===== config.mk =====
export PLATFORM = sky130hd
export DESIGN_NAME = vpi_ctrl
export DESIGN_NICKNAME = d
export VERILOG_FILES = /design/src/rtl/vpi_pkg.sv /design/src/rtl/vpi_ctrl.sv
export SDC_FILE = /design/constraint.sdc
export NUM_CORES = 1
export LEC_CHECK = 0
export BUFFER_PORTS_ARGS = -buffer_cell sky130_fd_sc_hd__buf_2
export CAP_MARGIN = 10
export CORE_AREA = 5 5 42 44
export CTS_CLUSTER_SIZE = 28
export DETAILED_ROUTE_END_ITERATION = 8
export DIE_AREA = 0 0 47 49
export HOLD_SLACK_MARGIN = 0.15
export PLACE_DENSITY = 0.49
export SLEW_MARGIN = 0
export SYNTH_ARGS = -nofsm -noshare
export SYNTH_HDL_FRONTEND = slang
export SYNTH_SLANG_ARGS = --single-unit

===== constraint.sdc =====
create_clock -name clk_i -period 2.5 [get_ports clk_i]
set_clock_uncertainty 0.2 [all_clocks]
set_input_delay 0.375 -clock clk_i [delete_from_list [all_inputs] [get_ports clk_i]]
set_output_delay 0.375 -clock clk_i [all_outputs]
set_load 0.05 [all_outputs]

===== src/rtl/vpi_pkg.sv =====
// shared types, constants and command codes for the velocity pi block
`timescale 1ns / 1ps
package vpi_pkg;

  localparam int AngleBits = 16;
  localparam int DataWidth = 32;
  localparam int AddrWidth = 5;

  // register byte addresses
  localparam logic [AddrWidth-1:0] AddrPllKp   = 5'd0;
  localparam logic [AddrWidth-1:0] AddrPllKi   = 5'd4;
  localparam logic [AddrWidth-1:0] AddrVelKp   = 5'd8;
  localparam logic [AddrWidth-1:0] AddrVelKi   = 5'd12;
  localparam logic [AddrWidth-1:0] AddrCurLim  = 5'd16;
  localparam logic [AddrWidth-1:0] AddrTickPer = 5'd20;

  localparam logic [22:0] CurLimReset  = 23'd1000;
  localparam logic [31:0] TickPerReset = 32'd429497;

  typedef struct packed {
    logic signed [AngleBits-1:0] angle_measured;
    logic                        angle_ok;
    logic signed [31:0]          velocity_ref;
    logic                        clear_integrators;
  } vpi_in_t;

  typedef struct packed {
    logic signed [23:0]          current_ref;
    logic signed [AngleBits-1:0] angle_estimate;
    logic signed [31:0]          velocity_estimate;
    logic signed [31:0]          velocity_error;
    logic                        current_limited;
    logic                        loop_updated;
  } vpi_out_t;

  typedef struct packed {
    logic [31:0] pll_kp;
    logic [31:0] pll_ki;
    logic [31:0] vel_kp;
    logic [31:0] vel_ki;
    logic [22:0] cur_lim;
    logic [31:0] tick_per;
  } vpi_cfg_t;

  // datapath steps issued by the controller states
  typedef enum logic [3:0] {
    CmdNone,
    CmdLoad,    // capture input, clear, prime
    CmdErrPll,  // pll angle error
    CmdMulPi,   // product e_pll * ki
    CmdAccPi,   // pll integral update
    CmdMulPp,   // product e_pll * kp
    CmdSpeed,   // speed estimate
    CmdMulT,    // product speed * tick period
    CmdAngle,   // angle update, velocity error
    CmdMulVi,   // product e_vel * ki
    CmdAccVi,   // current integral update
    CmdMulVp,   // product e_vel * kp
    CmdSum,     // sum and clamp
    CmdHold     // invalid angle result
  } vpi_cmd_e;

  typedef enum logic [3:0] {
    StIdle, StErrPll, StMulPi, StAccPi, StMulPp, StSpeed, StMulT, StAngle,
    StMulVi, StAccVi, StMulVp, StSum, StOut
  } vpi_state_e;

  typedef struct packed {
    vpi_cmd_e cmd;
    logic     out_load;
  } vpi_ctl_t;

  typedef struct packed {
    logic angle_ok;
  } vpi_sts_t;

  function automatic logic signed [31:0] sat32(input logic signed [65:0] v);
    if (v > 66'sd2147483647) return 32'sh7fffffff;
    if (v < -66'sd2147483648) return 32'sh80000000;
    return v[31:0];
  endfunction

endpackage


===== src/rtl/vpi_ctrl.sv =====
// controller sequencing one request through the shared multiplier
`timescale 1ns / 1ps
module vpi_ctrl (
  input  logic              clk_i,
  input  logic              rst_ni,
  input  logic              in_valid_i,
  output logic              in_stall_o,
  output logic              out_valid_o,
  input  logic              out_stall_i,
  input  vpi_pkg::vpi_sts_t sts_i,
  output vpi_pkg::vpi_ctl_t ctl_o
);
  import vpi_pkg::*;

  vpi_state_e state_q, state_d;
  logic       ov_q, ov_d;

  always_ff @(posedge clk_i or negedge rst_ni) begin
    if (!rst_ni) begin
      state_q <= StIdle;
      ov_q    <= 1'b0;
    end else begin
      state_q <= state_d;
      ov_q    <= ov_d;
    end
  end

  assign out_valid_o = ov_q;
  assign in_stall_o  = (state_q != StIdle);

  // next state and datapath commands
  always_comb begin
    state_d      = state_q;
    ov_d         = ov_q & out_stall_i;
    ctl_o.cmd    = CmdNone;
    ctl_o.out_load = 1'b0;
    unique case (state_q)
      StIdle: if (in_valid_i) begin
        ctl_o.cmd = CmdLoad;
        state_d   = StErrPll;
      end
      StErrPll: begin
        if (sts_i.angle_ok) begin
          ctl_o.cmd = CmdErrPll;
          state_d   = StMulPi;
        end else begin
          ctl_o.cmd = CmdHold;
          state_d   = StOut;
        end
      end
      StMulPi: begin ctl_o.cmd = CmdMulPi; state_d = StAccPi; end
      StAccPi: begin ctl_o.cmd = CmdAccPi; state_d = StMulPp; end
      StMulPp: begin ctl_o.cmd = CmdMulPp; state_d = StSpeed; end
      StSpeed: begin ctl_o.cmd = CmdSpeed; state_d = StMulT; end
      StMulT:  begin ctl_o.cmd = CmdMulT;  state_d = StAngle; end
      StAngle: begin ctl_o.cmd = CmdAngle; state_d = StMulVi; end
      StMulVi: begin ctl_o.cmd = CmdMulVi; state_d = StAccVi; end
      StAccVi: begin ctl_o.cmd = CmdAccVi; state_d = StMulVp; end
      StMulVp: begin ctl_o.cmd = CmdMulVp; state_d = StSum; end
      StSum:   begin ctl_o.cmd = CmdSum;   state_d = StOut; end
      StOut: if (!ov_q || !out_stall_i) begin
        ctl_o.out_load = 1'b1;
        ov_d           = 1'b1;
        state_d        = StIdle;
      end
      default: state_d = StIdle;
    endcase
  end
endmodule


==> reports/metrics.yaml <==
finish:
  multi_input_area_um2: 173
  insertedDiodeCount: 0
  drive_gt1_share_pct: 32.7
  fillers: 164
  final_nets: 58
  mostFrequentLayoutCells: "buf_2, dfrtp_1, nand2_1"
  ff_latch_area_um2: 125
  final_common_cell: "buf_2"
  finalInstanceArea_um2: 417
  syn2layout_area_growth_pct: 13.7
timing:
  hold_viol: 0
  rsz0062_at_grt: "false"
  tns_ns: 0
  fin_crit_sh_pct: 85.4
  setup_viol: 0
  worstMarginPinSlew_ns: 0.349
  slew_violations: 0
  timing.fmax_ghz: 0.468
  slew-limit-headroom_pct: 76.8
  finalCriticalPeriod_ns: 2.13
detailed_routing:
  num_vias: 330
  via_per_inst: 4.85
  routed_wl_um: 789
  drtIter0Drc: 11
  drt-pass1-iter-count: 4
  ant_nets: 0
  routedWlPerCell_um: 11.6
  drc: 0
grt:
  gr-total-overflow: 0
  grt_use_total_pct: 8.63
  grt_pass1_wl_mm: 1.45
  grt_max_degree: 13
  antenna_found_initial: 0
  first_global_vias: 312
logic_synthesis:
  synth_fp_nets: 47
  ys_seq_elements: 5
  ys_warn_count: 0
  syn_area_per_cell_um2: 8.73
  syn_area_um2: 367
  syn_inst: 42
  ys_async_sr_fraction_pct: 100
  synth_seq_area_share_pct: 34.1
  synth-edff-count: 0
  yosysUniqueCellTypes: 24
  synth-main-ff-cell: "dfrtp_1"
placed_design:
  port_buffers: 11
  gp_congestion: 0.672
  hpwl_um: 612
  placedInstanceArea_um2: 380
clocking:
  clock_sinks: 5
  cts_made_buffers: 3
  ctsHoldBuffers: 1
  cts_max_level: 1
  cts_setup_buffers: 0
  cts_tree: "yes"
  cts_max_path_buffers: 2
  clockRootBuffer: "clkbuf_4"
  insertion_delay_ns: 0.24
  path_clk_slew_ns: 0.04
  cts_resized: 0
worst_setup_path:
  worstPathArrival_ns: 1.56
  worstPathRequired_ns: 1.92
  worstSetupStartpointType: "flop"
  critPathKind: "reg2out"
  cpPeakStageDelay_ns: 0.48
  critPathMaxFanout: 12
  cp-end-kind: "output port"
  path_cells: "or3_1 -> a21oi_2 -> a211oi_1 -> buf_2"
  critPathSlowestCell: "dfrtp_1"
floorplanning:
  die_x_um: 47
  coreArea_um2: 1400
  rows: 14
  die_h_um: 49
  die_area_um2: 2300
  io_pins: 12
  start_util_pct: 26.2
outcome:
  status: "completed"
hold_path:
  hold_path.class: "in2reg"
job:
  maxCapViolations: 0
state kept, by name (all words and copies together) (netlist names):
signal,cells
out_valid_o,1
state_q,4
cell usage after synthesis (2+ instances only):
| cell type | count | area [µm²] |
|---|---|---|
| clkbuf_8 | 2 | 27.5 |
| nand2_1 | 4 | 15.0 |
| nand3_1 | 2 | 10.0 |
| a211oi_1 | 2 | 15.0 |
| o21ai_0 | 3 | 15.0 |
| nor2_1 | 2 | 7.51 |
| buf_4 | 3 | 22.5 |
| inv_1 | 2 | 7.51 |
| nor3_1 | 3 | 15.0 |
| dfrtp_1 | 5 | 125 |
final cells by class:
type                            count  area share, %
Clock buffer                        4           6.31
Inverter                            2           1.80
Multi-Input combinational cell     29           41.4
Sequential cell                     5           30.0
Tap cell                           16           4.80
Timing Repair Buffer               12           15.6
worst paths after layout:
check,from,cells after the start,slack [ns],to
min in group asynchronous,rst_ni,2,0.27,out_valid_o
setup reg to reg,state_q[2],3,1.06,state_q[1]
hold reg to reg,out_valid_o,2,0.33,out_valid_o
hold / removal,out_stall_i,3,0.16,out_valid_o
max in group asynchronous,rst_ni,2,1.70,state_q[3]
setup / recovery,state_q[2],4,0.37,ctl_o[2]
per-layer routing:
metal / vias to the layer above / wire (µm) / share of wire [%] / global-route usage (%)
met1: 157 / 334 / 42 / 11.4
met4: 0 / 0 / 0 / 5.53
met2: 6 / 406 / 51 / 11.8
met3: 0 / 47 / 6.0 / 2.58
met5: - / 0 / 0 / 0
li1: 167 / - / - / -
per-stage QoR:
stage,hold slack [ns],util [%],instances,worst slack (ns)
5_1_grt,0.175,29.7,68,0.200
3_5_place_dp,-0.00787,27.1,63,0.624
4_1_cts,0.153,29.7,68,0.356
2_1_floorplan,-0.121,-,42,0.145
6_report,0.160,29.7,68,0.365
3_3_place_gp,-0.00782,27.1,63,0.636
kinds of logic after synthesis:
family,share of synthesized area (%)
buffers and inverters,18.8
DFF,34.1
and+or+nand+nor,26.6
AOI/OAI and AO/OA,20.5
critical path: cells and delay by family, from the launching register on:
kind	cells	cell delay (ns)
buf+inv	1	0.23
flops	1	0.48
simple gates	1	0.40
compound gates	2	0.21
Power is left out: the tool's default activity adds up to more than one toggle a clock period on the data nets, which glitch-free logic cannot reach.
