[src/rtl/vpi_pkg.sv]
// shared types, constants and command codes for the velocity pi block
`timescale 1ns / 1ps
package vpi_pkg;

  localparam int AngleBits = 16;
  localparam int DataWidth = 32;
  localparam int AddrWidth = 5;

  // register byte addresses
  localparam logic [AddrWidth-1:0] AddrPllKp   = 5'd0;
  localparam logic [AddrWidth-1:0] AddrPllKi   = 5'd4;
  localparam logic [AddrWidth-1:0] AddrVelKp   = 5'd8;
  localparam logic [AddrWidth-1:0] AddrVelKi   = 5'd12;
  localparam logic [AddrWidth-1:0] AddrCurLim  = 5'd16;
  localparam logic [AddrWidth-1:0] AddrTickPer = 5'd20;

  localparam logic [22:0] CurLimReset  = 23'd1000;
  localparam logic [31:0] TickPerReset = 32'd429497;

  typedef struct packed {
    logic signed [AngleBits-1:0] angle_measured;
    logic                        angle_ok;
    logic signed [31:0]          velocity_ref;
    logic                        clear_integrators;
  } vpi_in_t;

  typedef struct packed {
    logic signed [23:0]          current_ref;
    logic signed [AngleBits-1:0] angle_estimate;
    logic signed [31:0]          velocity_estimate;
    logic signed [31:0]          velocity_error;
    logic                        current_limited;
    logic                        loop_updated;
  } vpi_out_t;

  typedef struct packed {
    logic [31:0] pll_kp;
    logic [31:0] pll_ki;
    logic [31:0] vel_kp;
    logic [31:0] vel_ki;
    logic [22:0] cur_lim;
    logic [31:0] tick_per;
  } vpi_cfg_t;

  // datapath steps issued by the controller states
  typedef enum logic [3:0] {
    CmdNone,
    CmdLoad,    // capture input, clear, prime
    CmdErrPll,  // pll angle error
    CmdMulPi,   // product e_pll * ki
    CmdAccPi,   // pll integral update
    CmdMulPp,   // product e_pll * kp
    CmdSpeed,   // speed estimate
    CmdMulT,    // product speed * tick period
    CmdAngle,   // angle update, velocity error
    CmdMulVi,   // product e_vel * ki
    CmdAccVi,   // current integral update
    CmdMulVp,   // product e_vel * kp
    CmdSum,     // sum and clamp
    CmdHold     // invalid angle result
  } vpi_cmd_e;

  typedef enum logic [3:0] {
    StIdle, StErrPll, StMulPi, StAccPi, StMulPp, StSpeed, StMulT, StAngle,
    StMulVi, StAccVi, StMulVp, StSum, StOut
  } vpi_state_e;

  typedef struct packed {
    vpi_cmd_e cmd;
    logic     out_load;
  } vpi_ctl_t;

  typedef struct packed {
    logic angle_ok;
  } vpi_sts_t;

  function automatic logic signed [31:0] sat32(input logic signed [65:0] v);
    if (v > 66'sd2147483647) return 32'sh7fffffff;
    if (v < -66'sd2147483648) return 32'sh80000000;
    return v[31:0];
  endfunction

endpackage

[src/rtl/vpi_regs.sv]
// apb register file for gains, limit and tick period
`timescale 1ns / 1ps
module vpi_regs (
  input  logic                            clk_i,
  input  logic                            rst_ni,
  input  logic                            psel,
  input  logic                            penable,
  input  logic                            pwrite,
  input  logic [vpi_pkg::AddrWidth-1:0]   paddr,
  input  logic [vpi_pkg::DataWidth-1:0]   pwdata,
  output logic [vpi_pkg::DataWidth-1:0]   prdata,
  output logic                            pready,
  output vpi_pkg::vpi_cfg_t               cfg_o
);
  import vpi_pkg::*;

  vpi_cfg_t cfg_q;
  logic     wr_en;

  assign pready = 1'b1;
  assign wr_en  = psel & penable & pwrite;
  assign cfg_o  = cfg_q;

  // register writes
  always_ff @(posedge clk_i or negedge rst_ni) begin
    if (!rst_ni) begin
      cfg_q.pll_kp   <= '0;
      cfg_q.pll_ki   <= '0;
      cfg_q.vel_kp   <= '0;
      cfg_q.vel_ki   <= '0;
      cfg_q.cur_lim  <= CurLimReset;
      cfg_q.tick_per <= TickPerReset;
    end else if (wr_en) begin
      unique case (paddr)
        AddrPllKp:   cfg_q.pll_kp   <= pwdata;
        AddrPllKi:   cfg_q.pll_ki   <= pwdata;
        AddrVelKp:   cfg_q.vel_kp   <= pwdata;
        AddrVelKi:   cfg_q.vel_ki   <= pwdata;
        AddrCurLim:  cfg_q.cur_lim  <= pwdata[22:0];
        AddrTickPer: cfg_q.tick_per <= pwdata;
        default: ;
      endcase
    end
  end

  // read mux
  always_comb begin
    unique case (paddr)
      AddrPllKp:   prdata = cfg_q.pll_kp;
      AddrPllKi:   prdata = cfg_q.pll_ki;
      AddrVelKp:   prdata = cfg_q.vel_kp;
      AddrVelKi:   prdata = cfg_q.vel_ki;
      AddrCurLim:  prdata = {9'd0, cfg_q.cur_lim};
      AddrTickPer: prdata = cfg_q.tick_per;
      default:     prdata = '0;
    endcase
  end
endmodule

[config.mk]
export PLATFORM = sky130hd
export DESIGN_NAME = vpi_regs
export DESIGN_NICKNAME = d
export VERILOG_FILES = /design/src/rtl/vpi_pkg.sv /design/src/rtl/vpi_regs.sv
export SDC_FILE = /design/constraint.sdc
export NUM_CORES = 1
export LEC_CHECK = 0
export ABC_AREA = 1
export BUFFER_PORTS_ARGS = -buffer_cell sky130_fd_sc_hd__buf_2
export CAP_MARGIN = 0
export CORE_MARGIN = 4
export CORE_UTILIZATION = 49
export CTS_BUF_LIST = sky130_fd_sc_hd__clkbuf_2
export DETAILED_ROUTE_END_ITERATION = 7
export HOLD_SLACK_MARGIN = 0.05
export PLACE_DENSITY = 0.8
export SLEW_MARGIN = 25
export SYNTH_ARGS = -nofsm -noshare
export SYNTH_HDL_FRONTEND = slang
export SYNTH_SLANG_ARGS = --single-unit
[constraint.sdc]
create_clock -name clk_i -period 1.2 [get_ports clk_i]
set_clock_uncertainty 0.1 [all_clocks]
set_input_delay 0.12 -clock clk_i [delete_from_list [all_inputs] [get_ports clk_i]]
set_output_delay 0.12 -clock clk_i [all_outputs]
set_load 0.01 [all_outputs]
==> results_dict.tcl <==
set metrics [dict create \
    timing_worst_slew_pin_value_ns 0.527 \
    grt_remaining_overflow 0 \
    avgRoutedWirePerCell_um 20.8 \
    core_region_area_um2 18100 \
    final_cell_count_no_fill 1852 \
    worstHoldEndpoint "cfg_o[91]" \
    finalWorstPathRequiredPeriod_ns 2.14 \
    drtIter0Drc 1430 \
    synth.ff_latch_count 183 \
    timing.critical_path.cells "nand4_1 > nand2_1 > nor2_1 > nand2_1 > buf_2" \
    p_leak_nw 7.39 \
    place.port_buffers 256 \
    wl_um 38500 \
    slew_violations 0 \
    detail_route.drc_violations 5 \
    design_power_total_mw 14.6 \
    timing.reg2reg.setup_slack_ns 0 \
    finalNetCount 1648 \
    n_fill_cell 1084 \
    syn_nets 1193 \
    critical-path-top-cell-by-count "sky130_fd_sc_hd__nand2_1" \
    result_of_the_run "finished, violations left" \
    worst_hold_slack_ns 0.0129 \
    vdd_drop_max_mv 1.08 \
    area.sequential_um2 4600 \
    largest_register_ffs 183 \
    final-hold-violation-count 0 \
    reg2reg_depth 6 \
    finalCritPeriodShare_pct 178 \
    placed_cells_incl_taps 1630 \
    r2r-start "cfg_o[17]" \
    clock-sinks 183 \
    worst_skew_pair.late_latency_ns 0.80 \
    min-delay-start "paddr[4]" \
    worstHoldPathType "input port to register" \
    timing.max_cap.violations 0 \
    finalSetupViolations 216 \
    required_time_of_the_critical_path_ns 0.98 \
    timing.slew.headroom_pct 64.9 \
    die_footprint_um2 20900 \
    final_util_pct 77.6 \
    critical_path.n_buffers_inverters 1 \
    most_common_cell_after_layout_fill_and_taps_aside "sky130_fd_sc_hd__nand2_1" \
    worst_ep_arrival_time_ns 1.92 \
    synthesis.instances 1151 \
    initial_core_util_pct 50.4 \
    synth_cell_type_count 23 \
    grt_antenna_before_repair 3 \
    detailroute.via_count 10900 \
    htree_levels 4 \
    grt_setup_unrepaired "yes" \
    hold_path_depth 8 \
    place_congestion 0.969 \
    cts_made_buffers 17 \
    grt_first_pass_wirelength_um 53900 \
    power_density_nw_per_um2 1030 \
    synth_seq_area_share_pct 50.3 \
    final.setup.worst_slack_ns -0.937 \
    layout_cells_sized_above_1_pct 34.0 \
    synth.avg_cell_area_um2 7.95 \
    dpl.hpwl_um 22900 \
    failed_checks "DRC, setup timing" \
    clk_pin_slew_worst_paths_ns 0.31 \
    layout_common_cells "sky130_fd_sc_hd__nand2_1, sky130_fd_sc_hd__buf_6, sky130_fd_sc_hd__dfrtp_1, sky130_fd_sc_hd__buf_2, sky130_fd_sc_hd__nand4_1" \
    grt_max_degree 41 \
    route.detailed.vias_per_inst 5.88 \
    drt_first_pass_iters 8 \
    io_pins 258 \
    drtAntennaViolNets 0 \
    synthesis.yosys.warnings 0 \
    worst-setup-path-type "register to primary output" \
    detailedPlace.worstSlack_ns -0.389 \
    die_x_um 145 \
    worst-path-max-fanout 2 \
    grt_util_all_layers_pct 33.5 \
    synth.cell_area_um2 9150 \
    cell_family_contributing_the_most_delay_on_the_critical_path "simple AND/OR/NAND/NOR gates" \
    floorplan.die.height_um 145 \
    final_cell_area_um2 14100 \
    placed_area_um2 11100 \
    flow.area_growth_from_synthesis_pct 53.9 \
    cts_root_buf "sky130_fd_sc_hd__clkbuf_2" \
    critPathCaptureType "primary output" \
    number_of_global_route_vias_before_repair 9672 \
    critical_path.max_stage_delay_ns 0.47 \
    timing.rr.end "cfg_o[17]" \
    critical-path-slowest-cell "sky130_fd_sc_hd__dfrtp_1" \
    multiInputGateArea_um2 3720 \
    cts_tree "yes" \
    core.rowCount 49 \
    fmaxAchievable_mhz 468 \
    cts_buffer_depth 2 \
    tns_ns -120.50 \
    cp-start-kind "register" \
]
==> synthesized netlist by cell type (all sizes together) <==
cell / count / area [µm²]
nand4: 123 / 830
clkbuf: 20 / 76.3
dfrtp: 166 / 4150
buf: 67 / 473
inv: 109 / 414
dfstp: 17 / 447
conb: 1 / 3.75
nor2: 116 / 475
o21ai: 192 / 961
nand3: 6 / 60.1
nand2: 334 / 1250
==> layout make-up <==
| cell class | instances | area share [%] |
|---|---|---|
| diodes | 4 | 0.0711 |
| clock buffers | 17 | 0.604 |
| clock inverters | 15 | 1.42 |
| inverters | 109 | 3.00 |
| multi-input cells | 772 | 26.4 |
| flip-flops and latches | 183 | 32.7 |
| well taps | 229 | 2.04 |
| repair buffers | 523 | 33.8 |
==> layer usage <==
layer | GRT usage, % | vias to the layer above | routed length (µm)
met1 | 46.5 | 5066 | 14000
met2 | 51.2 | 914 | 17300
met5 | 0 | - | 0
met4 | 13.5 | 0 | 2280
met3 | 7.84 | 241 | 4870
li1 | - | 4671 | -
==> worst max path at each step <==
stage / from / end / cells past startpoint
finish: cfg_o[96] / prdata[9] / 5
global route: cfg_o[35] / prdata[3] / 5
CTS: cfg_o[35] / prdata[3] / 5
detailed placement: paddr[3] / cfg_o[68] / 8
global placement: paddr[3] / cfg_o[81] / 8
floorplan: paddr[2] / prdata[12] / 9
==> repair_timing <==
action	in CTS	in global routing
hold buffers	80	1
hold endpoints to repair	366	87
gates resized for setup	164	103
setup endpoints to repair	215	218
buffers inserted	57	80
pin swaps	60	30
==> report_power, final <==
| part | leakage [nW] | switching (mW) | internal, mW |
|---|---|---|---|
| sequential | 2.44 | 0.474 | 6.71 |
| combinational | 4.78 | 1.84 | 1.84 |
| clock | 0.168 | 2.57 | 1.12 |
==> worst register-to-register path: stages, from the launching register on <==
cell and delay [ns]:
sky130_fd_sc_hd__dfstp_2 0.62, sky130_fd_sc_hd__buf_6 0.10, sky130_fd_sc_hd__buf_6 0.08, sky130_fd_sc_hd__buf_6 0.08, sky130_fd_sc_hd__buf_6 0.08, sky130_fd_sc_hd__nand2_2 0.04, sky130_fd_sc_hd__o21ai_2 0.05
==> logic make-up (layout without fill, tap and decap cells) <==
family / after synthesis / after routing / synth area share (%)
AO/OA/AOI/OAI: 192 / 192 / 10.5
other: 1 / 5 / 0.0410
AND/OR/NAND/NOR: 579 / 579 / 28.6
buffers and inverters: 196 / 664 / 10.5
flip-flops: 183 / 183 / 50.3
No activity file was read; power rests on OpenSTA's default activity.
